$ cat src/rtl/core/heading_rate_limited_tracker_defines.svh
// Assertion macros shared by the heading tracker RTL.
// Needs clk_i and rst_ni in the scope where a macro is used.
`ifndef HEADING_RATE_LIMITED_TRACKER_DEFINES_SVH
`define HEADING_RATE_LIMITED_TRACKER_DEFINES_SVH
`ifndef SYNTHESIS
// Same-cycle implication, disabled while in reset.
`define HRT_ASSERT_IMP(lbl, ante, cons, msg) \
  lbl: assert property (@(posedge clk_i) disable iff (!rst_ni) (ante) |-> (cons)) \
    else $error(msg);
// Next-cycle implication, disabled while in reset.
`define HRT_ASSERT_NXT(lbl, ante, cons, msg) \
  lbl: assert property (@(posedge clk_i) disable iff (!rst_ni) (ante) |=> (cons)) \
    else $error(msg);
`else
`define HRT_ASSERT_IMP(lbl, ante, cons, msg)
`define HRT_ASSERT_NXT(lbl, ante, cons, msg)
`endif
`endif

$ cat src/rtl/core/hrt_pkg.sv
// Package of the heading tracker: fixed-point constants, state and
// step codes, CORDIC handshake structs and the arctangent table.
// No dependencies.
package hrt_pkg;

  // CORDIC iteration count and datapath widths.
  localparam int unsigned CORDIC_STEPS = 16;
  localparam int unsigned ITER_W       = $clog2(CORDIC_STEPS);
  localparam int unsigned D_W          = 36;
  localparam int unsigned Z_W          = 28;

  // Angles in Q3.13, CORDIC angles in Q.24, gain in Q30.
  localparam logic signed [15:0]    PI_Q13      = 16'sd25736;
  localparam logic signed [17:0]    TWO_PI_Q13  = 18'sd51472;
  localparam logic signed [Z_W-1:0] HALF_PI_Q24 = 28'sd26353589;
  localparam logic signed [D_W-1:0] GAIN_Q30    = 36'sd652032874;

  // Tick qualification and seeding.
  localparam logic [31:0]        DIST_MIN = 32'd6554;
  localparam logic signed [15:0] SEED_MIN = 16'sd8;

  // Degrees times seconds to Q3.13 radians, scaled by 2^35.
  localparam logic [26:0] RATE_K        = 27'd74961353;
  localparam logic [11:0] TURN_RATE_RST = 12'd360;

  // Configuration register indexes.
  localparam logic CFG_TURN_RATE = 1'b0;
  localparam logic CFG_START_YAW = 1'b1;

  // Arctangent of 2^-i in Q.24 for the first ten steps.
  localparam logic signed [Z_W-1:0] ATAN_Q24 [10] = '{
    28'sd13176795, 28'sd7778716, 28'sd4110060, 28'sd2086331, 28'sd1047214,
    28'sd524117,   28'sd262123,  28'sd131069,  28'sd65536,   28'sd32768
  };

  // Sequencer states.
  typedef enum logic [2:0] {
    ST_IDLE,
    ST_MUL,
    ST_TARGET,
    ST_SEED,
    ST_DIFF,
    ST_YAW,
    ST_SINCOS,
    ST_FINISH
  } hrt_state_e;

  // Steps of the shared multiplier.
  typedef enum logic [2:0] {
    MUL_RT,
    MUL_STEP,
    MUL_WY,
    MUL_ZX,
    MUL_XX,
    MUL_YY
  } hrt_mul_e;

  typedef struct packed {
    logic start;
    logic rotate;
  } hrt_cordic_req_t;

  typedef struct packed {
    logic busy;
    logic done;
  } hrt_cordic_rsp_t;

  // Elementary angle of step idx; beyond the table it is 2^(24-idx).
  function automatic logic signed [Z_W-1:0] hrt_atan(input logic [4:0] idx);
    logic signed [Z_W-1:0] r;
    if (idx < 5'd10) begin
      r = ATAN_Q24[idx[3:0]];
    end else begin
      r = Z_W'(1) << (5'd24 - idx);
    end
    return r;
  endfunction

endpackage

$ cat src/rtl/core/hrt_cordic.sv
// Shared CORDIC unit: vectoring (atan2) or rotation (sin/cos), one step a cycle.
// Depends on hrt_pkg and heading_rate_limited_tracker_defines.svh.
`include "heading_rate_limited_tracker_defines.svh"
module hrt_cordic (
  input  logic                              clk_i,
  input  logic                              rst_ni,
  input  hrt_pkg::hrt_cordic_req_t          req_i,
  input  logic signed [hrt_pkg::D_W-1:0]    x_i,
  input  logic signed [hrt_pkg::D_W-1:0]    y_i,
  input  logic signed [hrt_pkg::Z_W-1:0]    z_i,
  output hrt_pkg::hrt_cordic_rsp_t          rsp_o,
  output logic signed [15:0]                angle_o,
  output logic signed [15:0]                sin_o,
  output logic signed [15:0]                cos_o
);

  localparam logic [hrt_pkg::ITER_W-1:0] LAST_ITER = hrt_pkg::ITER_W'(hrt_pkg::CORDIC_STEPS - 1);
  localparam logic signed [hrt_pkg::Z_W:0] Z_RND  = (hrt_pkg::Z_W+1)'(1024);
  localparam logic signed [hrt_pkg::Z_W:0] Z_PI   = (hrt_pkg::Z_W+1)'(hrt_pkg::PI_Q13);
  localparam logic signed [hrt_pkg::D_W:0] D_RND  = (hrt_pkg::D_W+1)'(16384);
  localparam logic signed [hrt_pkg::D_W:0] D_MAX  = (hrt_pkg::D_W+1)'(32767);
  localparam logic signed [hrt_pkg::D_W:0] D_MIN  = -(hrt_pkg::D_W+1)'(32768);

  logic                            busy_q, done_q, rot_q, zero_q;
  logic [hrt_pkg::ITER_W-1:0]      iter_q;
  logic signed [hrt_pkg::D_W-1:0]  x_q, y_q, x0, y0, xs, ys, x_n, y_n;
  logic signed [hrt_pkg::Z_W-1:0]  z_q, z0, z_n, a_step;
  logic                            sub_x;
  logic signed [hrt_pkg::Z_W:0]    z_ext, z_sum, z_shr;
  logic signed [hrt_pkg::D_W:0]    y_ext, y_sum, y_shr, x_ext, x_sum, x_shr;

  // Initial vector: fixed gain for rotation, half-plane fold for vectoring.
  always_comb begin
    x0 = x_i;
    y0 = y_i;
    z0 = '0;
    if (req_i.rotate) begin
      x0 = hrt_pkg::GAIN_Q30;
      y0 = '0;
      z0 = z_i;
    end else if (x_i < 0) begin
      if (y_i >= 0) begin
        x0 = y_i;
        y0 = -x_i;
        z0 = hrt_pkg::HALF_PI_Q24;
      end else begin
        x0 = -y_i;
        y0 = x_i;
        z0 = -hrt_pkg::HALF_PI_Q24;
      end
    end
  end

  // One micro-rotation; the direction follows y when vectoring and z when rotating.
  always_comb begin
    xs     = x_q >>> iter_q;
    ys     = y_q >>> iter_q;
    a_step = hrt_pkg::hrt_atan(5'(iter_q));
    sub_x  = rot_q ? !z_q[hrt_pkg::Z_W-1] : y_q[hrt_pkg::D_W-1];
    if (sub_x) begin
      x_n = x_q - ys;
      y_n = y_q + xs;
      z_n = z_q - a_step;
    end else begin
      x_n = x_q + ys;
      y_n = y_q - xs;
      z_n = z_q + a_step;
    end
  end

  // Sequencing of the iterations.
  always_ff @(posedge clk_i or negedge rst_ni) begin
    if (!rst_ni) begin
      busy_q <= 1'b0;
      done_q <= 1'b0;
      iter_q <= '0;
      rot_q  <= 1'b0;
      zero_q <= 1'b0;
    end else begin
      done_q <= 1'b0;
      if (req_i.start) begin
        busy_q <= 1'b1;
        iter_q <= '0;
        rot_q  <= req_i.rotate;
        zero_q <= !req_i.rotate && (x_i == 0) && (y_i == 0);
      end else if (busy_q) begin
        if (iter_q == LAST_ITER) begin
          busy_q <= 1'b0;
          done_q <= 1'b1;
          iter_q <= '0;
        end else begin
          iter_q <= iter_q + 1'b1;
        end
      end
    end
  end

  // Vector and angle registers.
  always_ff @(posedge clk_i) begin
    if (req_i.start) begin
      x_q <= x0;
      y_q <= y0;
      z_q <= z0;
    end else if (busy_q) begin
      x_q <= x_n;
      y_q <= y_n;
      z_q <= z_n;
    end
  end

  // Rounded and saturated results, valid while done is high.
  always_comb begin
    z_ext = (hrt_pkg::Z_W+1)'(z_q);
    z_sum = z_ext + Z_RND;
    z_shr = z_sum >>> 11;
    if (zero_q) begin
      angle_o = '0;
    end else if (z_shr > Z_PI) begin
      angle_o = hrt_pkg::PI_Q13;
    end else if (z_shr < -Z_PI) begin
      angle_o = -hrt_pkg::PI_Q13;
    end else begin
      angle_o = z_shr[15:0];
    end

    y_ext = (hrt_pkg::D_W+1)'(y_q);
    y_sum = y_ext + D_RND;
    y_shr = y_sum >>> 15;
    if (y_shr > D_MAX) begin
      sin_o = 16'sh7fff;
    end else if (y_shr < D_MIN) begin
      sin_o = -16'sh8000;
    end else begin
      sin_o = y_shr[15:0];
    end

    x_ext = (hrt_pkg::D_W+1)'(x_q);
    x_sum = x_ext + D_RND;
    x_shr = x_sum >>> 15;
    if (x_shr > D_MAX) begin
      cos_o = 16'sh7fff;
    end else if (x_shr < D_MIN) begin
      cos_o = -16'sh8000;
    end else begin
      cos_o = x_shr[15:0];
    end
  end

  assign rsp_o.busy = busy_q;
  assign rsp_o.done = done_q;

  // Done is a single-cycle pulse and the step counter rests at zero when idle.
  `HRT_ASSERT_NXT(a_done_pulse, done_q, !done_q, "CORDIC done held longer than one cycle")
  `HRT_ASSERT_IMP(a_iter_idle, !busy_q, iter_q == '0, "CORDIC step counter moved while idle")
  `HRT_ASSERT_NXT(a_done_after_run, busy_q && (iter_q == LAST_ITER) && !req_i.start, done_q, "CORDIC run ended without done")

endmodule

$ cat config.mk
export PLATFORM = sky130hd
export DESIGN_NAME = hrt_cordic
export DESIGN_NICKNAME = d
export VERILOG_FILES = /design/src/rtl/core/hrt_pkg.sv /design/src/rtl/core/hrt_cordic.sv
export VERILOG_INCLUDE_DIRS = /design/src /design/src/rtl/core
export SDC_FILE = /design/constraint.sdc
export NUM_CORES = 1
export LEC_CHECK = 0
export ABC_AREA = 1
export CAP_MARGIN = 30
export CORE_MARGIN = 4
export CORE_UTILIZATION = 30
export DETAILED_ROUTE_END_ITERATION = 10
export DONT_BUFFER_PORTS = 1
export PLACE_DENSITY = 0.45
export SLEW_MARGIN = 10
export SYNTH_ARGS = -nofsm -noshare
export SYNTH_HDL_FRONTEND = slang
export SYNTH_SLANG_ARGS = --single-unit
$ cat constraint.sdc
create_clock -name clk_i -period 11.5 [get_ports clk_i]
set_input_delay 0 -clock clk_i [delete_from_list [all_inputs] [get_ports clk_i]]
set_output_delay 0 -clock clk_i [all_outputs]
set_load 0.01 [all_outputs]
==> summary.md, run 1 <==
| Metric | Value |
|---|---|
| Most common library cells after synthesis | nand2_1, nand3_1, inv_1 |
| Comb pwr share | between 70% and 80% |
| Fin Setup TNS | 0 ns |
| Leak | 0.0108 µW |
| Status | completed |
| Placer congestion estimate | approximately 0.9 |
| Core area | 0.0692 mm² |
| Ys async rst share | 7.41% |
| Antenna Nets Post-Route | 0 |
| Crit path required time | 11.66 ns |
| Avg Synthesized Cell Area | approximately 5.7 µm² |
| Reg2Reg Setup Slack | 4.97 ns |
| Clk pin slew, worst setup/hold paths | 0.09 ns |
| DP Wirelength | roughly 74 mm |
| CP peak stage delay | just over 0.6 ns |
| Routed WL per cell | 20.1 µm |
| Share of total power in sequential cells | about 15% |
| Root buffer cell | clkbuf_16 |
| Crit Path Class | flop to flop |
| Final Hold Fails | 0 |
| Area Overhead vs Synth | 8.40% |
| Count leader, synth | nand2_1 |
| WHS Path Cells | 3 |
| Detailed Route Iter0 Violations | 2065 |
| Layout cell share with drive strength beyond 1 | between 4 and 5% |
| Gr usage total | 23.8% |
| Predominant post-synthesis flop cell | edfxtp_1 |
| Maximum VDD drop | 0.178 mV |
| DP Worst Slack | 5.22 ns |
| Arrival time at the worst endpoint | 6.69 ns |
| Top delay family on crit path | simple AND/OR/NAND/NOR gates |
| Die H | 273 µm |
| Mapped Nets | 3911 |
| Slew Limit Fails | 0 |
| I/O Pins | 154 |
| Sw frac | between 60% and 70% |
| Routed WL | between 90 and 100 mm |
| Worst slew pin tran | 0.958 ns |
| Cell total after placement | 4508 |
| Post-synth EDFFs | 100 |
| R2R cell count | 29 |
| First-pass GRT wire length | 138 mm |
| Final worst slack | just under 5 ns |
| CP max FO | 79 |
| R2r startpoint | iter_q[0] |
| Initial antenna violation count | 1 |
| Max Cap Viol | 0 |
| Clk sink count | 108 |
| N_diodes | 0 |
| Deepest clock path buffer count | 2 |
| FP Rows | 96 |
| Worst hold path endpoint | y_q[6] |
| Hold path start | y_i[6] |
| Clock H-tree levels | 3 |
| CTS Buf Count | 9 |
| Internal Power | approximately 2900 µW |
| Die width | 273 µm |
| Worst min path class | input pin to flop |
| Clk_lat worst skew | around 0.41 ns |
| Nets | around 3900 |
| Yosys reg bits | approximately 110 |
| Worst path most repeated cell | nand2_1 |
| Net Switching | 4550 µW |
| Syn Inst Count | 3686 |
| CP bufs+invs | 5 |
| Final worst path period share | roughly 57% |
| Starting Density | 30.5% |
| Vias/cell | 5.27 |
| Sequential element share of the synthesized area | between 10% and 20% |
| Top cells by area, synth | nand2_1, edfxtp_1, nand3_1 |
| Final setup fails | 0 |
| Leading area contributor after synthesis | nand2_1 |
| Library cells used by synthesis | 66 |
| Via count | 24222 |
| Final Skew | 0.0160 ns |
| Critical path's slowest cell | buf_4 |
| Fmax achieved | approximately 150 MHz |
| Post-synthesis cell area | 0.0211 mm² |
| Total gr overflow | 0 |
| Relative slew slack | 35.4% |
| Clock power share | 4.9% |
| CTS tree | built |
| RSZ-0062 raised after global routing | false |
| DRT Pass-1 Iters | 6 |
| DIE AREA | 0.0746 mm² |
| Final cell count without fillers | 4597 |
| Vias in the first global route | 22649 |
| DRC Markers | 0 |
| PwrDens | around 330 mW/mm² |
| Startpoint Class | flop |
| Yosys warns | 0 |
| Pin count of the biggest net entering global routing | 80 |
| Min cycle time layout | between 6 and 7 ns |
| RR Endpoint | y_q[31] |
| Kind of end point of the critical path | flop |
| Synth top area share | a little under a fifth |
| IO buf count | 0 |
==> power groups by stage <==
stage | Combinational [µW] | Sequential (µW) | Clock [µW]
3_3_place_gp | 5870 | 1170 | 0
6_report | 5970 | 1160 | 370
2_1_floorplan | 4440 | 886 | 0
3_5_place_dp | 5830 | 1170 | 0
4_1_cts | 5910 | 1160 | 387
5_1_grt | 6710 | 1160 | 395
==> worst register-to-register path: cells and delay by family (launching register included) <==
family          cells  cell delay [ns]
xor+xnor            1             0.28
compound gates      5             0.94
buf+inv             5             1.91
fa+ha+maj           2             0.61
simple gates       16             2.19
flops               1             0.34
==> kinds of logic after synthesis <==
kind of cell,Yosys count,synth area share [%]
compound gates,632,16.9
fa+ha+maj,121,7.28
xor+xnor,153,6.35
simple gates,2141,44.0
buf+inv,531,10.3
flops,108,15.2
==> area by class of cell <==
type | count | area (µm²)
Inverter | 401 | 1510
Fill cell | 8046 | 46300
Clock buffer | 9 | 225
Timing Repair Buffer | 94 | 926
Sequential cell | 108 | 3210
Clock inverter | 7 | 98.8
Tap cell | 931 | 1160
Multi-Input combinational cell | 3047 | 15700
==> sequential cells by signal, summed over array words and instances (netlist names) <==
signal,count
y_q,36
x_q,36
busy_q,1
done_q,1
zero_q,1
iter_q,4
rot_q,1
z_q,28
==> routing by layer <==
| layer | track usage (%) | vias up | part of all wire (%) |
|---|---|---|---|
| met3 | 2.58 | 108 | 4.5 |
| met2 | 40.1 | 726 | 46 |
| met1 | 32.1 | 11152 | 46 |
| met5 | 0 | - | 0.014 |
| met4 | 7.17 | 2 | 3.2 |
| li1 | - | 12234 | - |
==> how the worst max path moves through the flow <==
stage,startpoint,to,slack [ns],cells after the start
finish,iter_q[0],y_q[31],4.97,29
global route,iter_q[0],x_q[34],4.44,31
CTS,iter_q[0],y_q[31],5.04,29
detailed placement,iter_q[3],x_q[34],5.22,25
global placement,iter_q[3],x_q[34],5.18,25
floorplan,iter_q[1],z_q[26],7.36,30
==> stage by stage <==
stage               hold slack [ns]  area [µm²]  power, µW  utilization, %
floorplan                    -0.296       21100       5320               -
global placement             -0.295       21800       7050            31.4
detailed placement           -0.295       21800       7000            31.5
CTS                        0.000361       22800       7460            33.0
global route                 0.0179       22900       8270            33.1
finish                       0.0303       22900       7500            33.1
==> cell usage in the layout (no fill, tap or decap), types with 5 or more instances in the layout <==
cell              n
o22ai_1           6
nor3_1           56
edfxtp_1        100
o21bai_1         12
nand2_2          23
nor2_2           16
or2_2            45
ha_1            118
nor2_4            5
nor4_1           14
o21a_1           11
o21ai_1          21
nor2_1          360
clkbuf_16         9
xor2_1          116
nand3_1         474
a21oi_1         284
nand2_1        1072
inv_2            22
a32o_1           11
o221ai_1         18
nand3b_1         10
a31oi_1          19
o31ai_1           5
o21ai_0         187
dlygate4sd3_1    70
inv_1           376
a21boi_0          5
o211ai_1         21
xnor2_1          37
a21o_1           12
buf_4            20
nand4_1          39
==> what timing repair did <==
item | 4_1_cts | 5_1_grt
endpoints found under the hold margin | 87 | 0
endpoints found under the setup margin | 0 | 0
resized for setup | 0 | 0
buffers inserted | 0 | 0
hold buffers | 71 | 0
Power figures use the tool's default switching activity.
==> run 2: changes to the inputs <==
Clock period 11.5 ns to 6.7 ns, I/O delays scaled along.
==> summary.md, run 2 (synthesis gave the netlist of run 1 again) <==
| Metric | Value |
|---|---|
| WHS Path Cells | 2 |
| Die width | 273 µm |
| Top delay family on crit path | compound AO/OA/AOI/OAI gates |
| Worst min path class | input pin to flop |
| Relative slew slack | between 30% and 40% |
| Fmax achieved | 176 MHz |
| Fin Setup TNS | 0 ns |
| Detailed Route Iter0 Violations | 1992 |
| Worst path most repeated cell | nand2_1 |
| Status | completed |
| Routed WL per cell | 20.1 µm |
| Placer congestion estimate | 0.969 |
| CP max FO | 48 |
| Post-CTS sizing | 0 |
| Leak | 0.0108 µW |
| First-pass GRT wire length | 140 mm |
| R2R cell count | 25 |
| Number of stages on the worst setup path | 25 |
| Vias in the first global route | 22800 |
| Layout cell share with drive strength beyond 1 | 5.10% |
| Root buffer cell | clkbuf_16 |
| Vias/cell | 5.26 |
| CTS tree | built |
| Post-CTS Setup Repair Bufs | 0 |
| Final Skew | 0.0141 ns |
| Largest regs | x_q (36), y_q (36), z_q (28) |
| Crit Path Class | flop to flop |
| DP Wirelength | between 70 and 80 mm |
| Via count | 24212 |
| Clk_lat worst skew | 0.41 ns |
| Routed WL | 92.5 mm |
| CP bufs+invs | 4 |
| Storage cell area | approximately 0.0032 mm² |
| DIE AREA | 0.0746 mm² |
| Hold path start | x_i[35] |
| N_diodes | 0 |
| Crit path required time | 6.84 ns |
| Initial antenna violation count | 2 |
| Gr usage total | 24.0% |
| Fillcell total | 8043 |
| Multi-input combinational cell area | 0.0157 mm² |
| Clock H-tree levels | 3 |
| Worst slew pin tran | 0.927 ns |
| Deepest clock path buffer count | 2 |
| Final worst path period share | 84.8% |
| Cell total after placement | 4516 |
| Final Hold Fails | 0 |
| Worst hold path endpoint | x_q[14] |
| Final cell count without fillers | 4601 |
| Min cycle time layout | 5.68 ns |
| Startpoint Class | flop |
| Final setup fails | 0 |
| Commonest non-fill, non-tap cell in the layout | nand2_1 |
| CTS Buf Count | 9 |
| Power Total | approximately 13000 µW |
| DRT Pass-1 Iters | 6 |
| CP peak stage delay | slightly above 0.7 ns |
| Antenna Nets Post-Route | 0 |
| Most frequent cells in the layout | nand2_1, nand3_1, inv_1, nor2_1, a21oi_1 |
| Core area | approximately 0.07 mm² |
| IO buf count | 0 |
| Maximum VDD drop | about 0.28 mV |
| Arrival time at the worst endpoint | 5.82 ns |
| DRC Markers | 0 |
| Clk pin slew, worst setup/hold paths | ~0.08 ns |
| Slew Limit Fails | 0 |
| RR Endpoint | x_q[32] |
| PwrDens | 561 mW/mm² |
| Nets | 3890 |
| Reg2Reg Setup Slack | roughly 1.0 ns |
| Kind of end point of the critical path | flop |
| Critical path's slowest cell | o21ai_0 |
| FP Rows | 96 |
| RSZ-0062 raised after global routing | false |
| Area Overhead vs Synth | 8.44% |
| Starting Density | 30.5% |
| Max Cap Viol | 0 |
| Pin count of the biggest net entering global routing | 79 |
| I/O Pins | 154 |
| Die H | 273 µm |
| Clk sink count | 108 |
| Total gr overflow | 0 |
| R2r startpoint | iter_q[0] |
run 2: cell count changes in the layout (fill, tap and decap cells not counted), sizes merged:
cell,change
dlygate4sd3,-3
buf,+7
clkinvlp,+1
inv,-1
run 2: cell type report:
cell class / instances / share of cell area (%)
Multi-Input combinational cell: 3047 / 68.8
Sequential cell: 108 / 14.0
Inverter: 401 / 6.59
Tap cell: 931 / 5.09
Timing Repair Buffer: 98 / 4.09
Clock buffer: 9 / 0.984
Clock inverter: 7 / 0.432
run 2: report_power, final:
part	internal, µW	total, µW	switching [µW]
Sequential	1240	1960	712
Clock	330	641	311
Combinational	3470	10200	6770
run 2: repair_timing:
| item | 4_1_cts | 5_1_grt |
|---|---|---|
| hold endpoints to repair | 87 | 0 |
| setup endpoints to repair | 0 | 0 |
| hold buffers | 68 | 0 |
run 2: stage by stage:
stage                     cell area, µm²  util, %  hold slack [ns]  setup slack, ns
after floorplan                    21100        -           -0.296             2.56
after global placement             21800     31.5           -0.294             1.18
after detailed placement           21800     31.6           -0.294             1.20
after CTS                          22900     33.1         0.000283             1.18
after global routing               22900     33.1          0.00808            0.603
final                              22900     33.1           0.0138             1.02
run 2: metal layers:
layer  track usage [%]  routed length (µm)
met3              2.92                5030
met5                 0                   0
met4              9.04                3850
met2              39.4               41900
met1              32.4               41700
run 2: worst max path at each step:
stage | startpoint | end | slack [ns]
after floorplan | iter_q[1] | z_q[26] | 2.56
after global placement | iter_q[0] | x_q[32] | 1.18
after detailed placement | iter_q[0] | x_q[32] | 1.20
after CTS | iter_q[0] | x_q[32] | 1.18
after global routing | iter_q[0] | x_q[32] | 0.60
final | iter_q[0] | x_q[32] | 1.02
